<file path="config.mk">
export PLATFORM = sky130hd
export DESIGN_NAME = gtts_sqrt_cell
export DESIGN_NICKNAME = d
export VERILOG_FILES = /design/src/hw/rtl/go_to_target_steering_assert.svh /design/src/hw/rtl/gtts_pkg.sv /design/src/hw/rtl/gtts_sqrt_cell.sv
export SDC_FILE = /design/constraint.sdc
export NUM_CORES = 1
export LEC_CHECK = 0
export ABC_AREA = 1
export BUFFER_PORTS_ARGS = -buffer_cell sky130_fd_sc_hd__buf_4
export CORE_ASPECT_RATIO = 0.9
export CORE_MARGIN = 4
export CORE_UTILIZATION = 40
export CTS_CLUSTER_SIZE = 25
export DETAILED_ROUTE_END_ITERATION = 10
export PLACE_DENSITY = 0.64
export SYNTH_ARGS = -nofsm -noshare
export SYNTH_HDL_FRONTEND = slang
export SYNTH_SLANG_ARGS = --single-unit
</file>
<file path="constraint.sdc">
create_clock -name clock -period 2.08 [get_ports clock]
set_input_delay 0.208 -clock clock [delete_from_list [all_inputs] [get_ports clock]]
set_output_delay 0.208 -clock clock [all_outputs]
set_load 0.01 [all_outputs]
</file>
<file path="src/hw/rtl/go_to_target_steering_assert.svh">
// Assertion macros shared by the steering block.
`ifndef GO_TO_TARGET_STEERING_ASSERT_SVH
`define GO_TO_TARGET_STEERING_ASSERT_SVH

// Same-cycle implication, disabled while reset is high.
`define GTTS_ASSERT_IMPLY(label, clk, rst, ante, cons, msg) \
   label: assert property (@(posedge clk) disable iff (rst) (ante) |-> (cons)) \
      else $error(msg);

// Next-cycle implication, disabled while reset is high.
`define GTTS_ASSERT_NEXT(label, clk, rst, ante, cons, msg) \
   label: assert property (@(posedge clk) disable iff (rst) (ante) |=> (cons)) \
      else $error(msg);

`endif

</file>
<file path="src/hw/rtl/gtts_pkg.sv">
// Shared types, constants and the arctangent table of the steering block.
`timescale 1ns / 1ps
package gtts_pkg;

   localparam int MAX_TARGETS = 16;

   // Field widths
   localparam int CSR_W       = 16;
   localparam int COUNT_W     = 5;
   localparam int COORD_W     = 16;
   localparam int LIN_W       = 12;
   localparam int ANG_W       = 15;
   localparam int DIST_W      = 16;
   localparam int HEAD_W      = 13;
   localparam int INDEX_OUT_W = 4;

   // Datapath widths
   localparam int CORDIC_W     = 32;
   localparam int ZACC_W       = 24;
   localparam int CORDIC_STEPS = 20;
   localparam int CORDIC_SCALE = 14;
   localparam int SQRT_W       = 32;
   localparam int SQRT_STEPS   = 16;
   localparam int SQRT_TOP     = 30;
   localparam int SQUARE_W     = 31;

   // Numeric constants (1/1024 units, angles in 2^-20 rad inside the chain)
   localparam int PI_Q20        = 3294199;
   localparam int HEADING_LIMIT = 3217;
   localparam int TURN_LIMIT    = 308;
   localparam int ONE_UNIT      = 1024;
   localparam int ROUND_HALF    = 512;
   localparam int ROUND_SHIFT   = 10;

   localparam logic [CSR_W-1:0]   THRESHOLD_RESET = 16'd1024;
   localparam logic [COUNT_W-1:0] COUNT_RESET     = 5'd1;

   // Register indexes
   localparam logic REG_SWITCH_THRESHOLD = 1'b0;
   localparam logic REG_TARGET_COUNT     = 1'b1;

   // Transaction opcodes
   localparam logic OP_POSE   = 1'b0;
   localparam logic OP_SWITCH = 1'b1;

   typedef enum logic [2:0] {
      ST_IDLE,
      ST_PREP,
      ST_SUM,
      ST_WAIT,
      ST_FINISH
   } state_type;

   typedef struct packed {
      logic                       valid;
      logic signed [CORDIC_W-1:0] x;
      logic signed [CORDIC_W-1:0] y;
      logic signed [ZACC_W-1:0]   z;
   } cordic_lane_type;

   typedef struct packed {
      logic              valid;
      logic [SQRT_W-1:0] s;
      logic [SQRT_W-1:0] r;
   } sqrt_lane_type;

   // atan(2^-step) in 2^-20 rad
   function automatic logic signed [ZACC_W-1:0] atan_q20(input int step);
      logic signed [ZACC_W-1:0] a;
      case (step)
         0:       a = 24'sd823550;
         1:       a = 24'sd486170;
         2:       a = 24'sd256879;
         3:       a = 24'sd130396;
         4:       a = 24'sd65451;
         5:       a = 24'sd32757;
         6:       a = 24'sd16383;
         7:       a = 24'sd8192;
         8:       a = 24'sd4096;
         9:       a = 24'sd2048;
         10:      a = 24'sd1024;
         11:      a = 24'sd512;
         12:      a = 24'sd256;
         13:      a = 24'sd128;
         14:      a = 24'sd64;
         15:      a = 24'sd32;
         16:      a = 24'sd16;
         17:      a = 24'sd8;
         18:      a = 24'sd4;
         19:      a = 24'sd2;
         default: a = '0;
      endcase
      return a;
   endfunction

endpackage

</file>
<file path="src/hw/rtl/gtts_sqrt_cell.sv">
// One digit-by-digit square root cell: resolves one root bit, registered.
`timescale 1ns / 1ps
module gtts_sqrt_cell #(
   parameter int STEP = 0
) (
   input  logic                   clock,
   input  logic                   reset,
   input  gtts_pkg::sqrt_lane_type prev_lane,
   output gtts_pkg::sqrt_lane_type next_lane
);

   localparam logic [gtts_pkg::SQRT_W-1:0] BIT_WEIGHT =
      gtts_pkg::SQRT_W'(1) << (gtts_pkg::SQRT_TOP - 2 * STEP);

   gtts_pkg::sqrt_lane_type lane_in;
   gtts_pkg::sqrt_lane_type lane_ff;

   always_comb begin
      logic [gtts_pkg::SQRT_W:0] trial;
      trial = {1'b0, prev_lane.r} + {1'b0, BIT_WEIGHT};
      lane_in.valid = prev_lane.valid;
      if ({1'b0, prev_lane.s} >= trial) begin
         lane_in.s = prev_lane.s - trial[gtts_pkg::SQRT_W-1:0];
         lane_in.r = (prev_lane.r >> 1) + BIT_WEIGHT;
      end else begin
         lane_in.s = prev_lane.s;
         lane_in.r = prev_lane.r >> 1;
      end
   end

   always_ff @(posedge clock) begin
      if (reset) begin
         lane_ff <= '0;
      end else begin
         lane_ff <= lane_in;
      end
   end

   assign next_lane = lane_ff;

endmodule

</file>
==> out/qor.yml <==
status: "finished clean"
clkSlewWorstSetupHoldPaths_ps: 50
gp_congestion: 0.941
synth_warnings: 0
wire_per_inst_um: 12.4
power.net_switching_uw: 1480
period_minus_slack_ps: 1940
whs_ps: 82.4
peakVddDrop_v: 0.000369
setup_tns_ps: 0
cts_inserted_buffers: 9
combPwrFrac_pct: 36.0
critPathCaptureType: "flip-flop"
maxCapViolations: 0
cp_max_fo: 12
drv_slew: 0
power_density_nw_per_um2: 636
via_per_inst: 4.36
holdBufCountCts: 0
cp.arrival_ps: 2160
grt_pass1_vias: 5413
drtPass1Iterations: 7
cts_root_buf: "clkbuf_16"
rsz0062_at_grt: "no"
grt_max_degree: 34
p_seq_share_pct: 30.4
drtAntennaViolNets: 0
drc: 0
criticalPathCategory: "input pin to flip-flop"
clock-sinks: 65
dieArea_um2: 14200
start_kind: "input pin"
synthCells: 849
antenna_found_initial: 0
drive_gt1_share_pct: 25.5
syn2layout_area_growth_pct: 45.8
nNetsFinal: 1188
grtUsageTotal_pct: 22.1
netlist_area_um2: 4940
power_uw: 4580
die_width_um: 125
clkPwrFrac_pct: 33.6
hpwl_mm: 12.5
clock_path_buffers: 2
grt_overflow: 0
worstHoldPathType: "input pin to flip-flop"
final_hold_viol_count: 0
num_io_pins: 132
max_freq_mhz: 517
initial_core_util_pct: 40.9
largest_reg_flops: 65
wl_mm: 15.5
drt_iter0_markers: 314
vias: 5459
p_leak_uw: 0.00443
port_buffers: 131
row_count: 38
critical_path_required_ps: 2310
intPower_uw: 3110
period_share_pct: 93.0
ys_types: 32
cts_tree: "done"
cts_htree_levels: 3
avgSynthCellArea_um2: 5.82
tightestPinTransition_ps: 405
antenna_cells: 0
synth_seq_cells: 65
synthesis.nets: 950
slew_headroom_pct: 73.0
grt_pass1_wl_mm: 25.6
die_y_um: 113
setup_viol: 0
core_area_um2: 12100
yosysSeqAreaShare_pct: 26.3
placed_cell_area_um2: 6870
switching_share_pct: 32.2
stdcell_area_um2: 7210
-- cells by family after synthesis --
logic type	count (synthesis)	synth area share, %
xor+xnor	15	2.66
buf+inv	191	15.3
flops	65	26.3
compound gates	17	1.90
simple gates	527	45.1
fa+ha+maj	34	8.76
-- worst max-delay path, cell delays in order --
cell	delay [ps]
buf_4	120
ha_1	260
inv_1	40
ha_1	310
inv_1	60
nor2_1	120
nand2_1	80
nor2_1	140
nand2_1	110
a21oi_2	300
nor2_4	80
buf_12	160
nor2_1	120
nor2_1	50
-- stage by stage --
| step | util, % | std cells | setup slack [ps] |
|---|---|---|---|
| 2_1_floorplan | - | 849 | 252 |
| 3_3_place_gp | 56.9 | 1234 | -483 |
| 3_5_place_dp | 56.9 | 1234 | -543 |
| 4_1_cts | 59.4 | 1249 | 123 |
| 5_1_grt | 59.7 | 1251 | 5.00 |
| 6_report | 59.7 | 1251 | 145 |
-- Yosys cell counts --
library cell,instances,area [µm²]
nand2_1,299,1120
inv_1,174,653
nor2_1,140,526
dfxtp_1,65,1300
nand3_1,36,180
ha_1,33,413
nand3b_1,18,135
a21oi_1,15,75.1
xor2_1,14,123
nand4_1,7,43.8
nor2_2,6,37.5
and2_1,5,31.3
clkbuf_1,5,18.8
buf_2,4,20.0
buf_6,4,45.0
nand2_2,4,25.0
and3_1,2,12.5
inv_2,2,7.51
nand3_2,2,20.0
or2_2,2,12.5
buf_4,1,7.51
clkinv_1,1,3.75
fa_1,1,20.0
nand2_4,1,11.3
nand2_8,1,20.0
nor2_4,1,11.3
nor2_8,1,20.0
nor3_1,1,5.00
nor3_4,1,16.3
o21bai_1,1,7.51
o21bai_2,1,11.3
xnor2_1,1,8.76
-- path summary, 6_finish.rpt --
check | start | to | slack (ps) | cells after the start
setup / recovery | prev_lane[30] | next_lane[60] | 140 | 14
hold / removal | prev_lane[64] | next_lane[64] | 80 | 3
-- placed cells by master, fill, tap and decap left out, types with 2 or more instances in the layout --
master and count:
clkinv_2 2, nand4_1 7, inv_2 2, a21oi_1 14
clkbuf_8 2, xor2_1 14, nand2_2 4, inv_1 174
clkbuf_16 9, nand3b_1 18, nor2_2 5, and3_1 2
nor2_4 3, nand3_1 36, and2_1 5, nand3_2 2
buf_12 3, buf_4 237, dfxtp_1 65, ha_1 33
or2_2 2, nand2_1 299, nor2_1 140
-- timing repair --
item / 4_1_cts / 5_1_grt
gates resized for setup: 1 / 2
setup buffers: 0 / 1
setup endpoints to repair: 23 / 22
cloned: 0 / 1
pin swaps: 0 / 1
-- final cells by class --
class                      instances  area (µm²)
fill                            1274        4870
timing repair buffer             240        1840
tap                              160         200
clock inverter                     3        40.0
multi-input combinational        594        2910
inverter                         177         664
clock buffer                      12         256
sequential                        65        1300
-- power by group through the flow --
stage	registers [µW]	clock network [µW]	logic (µW)
floorplan	1470	0	824
global placement	1420	0	1610
detailed placement	1420	0	1620
CTS	1390	1570	1630
global route	1400	1630	1850
finish	1390	1540	1650
-- metal layers --
metal / track usage, % / vias up / routed length, µm
li1: - / 2976 / -
met4: 4.55 / 0 / 153
met1: 30.1 / 2345 / 7730
met3: 4.21 / 14 / 782
met5: 0 / - / 0
met2: 36.7 / 124 / 6840
No activity file was read; power rests on OpenSTA's default activity.
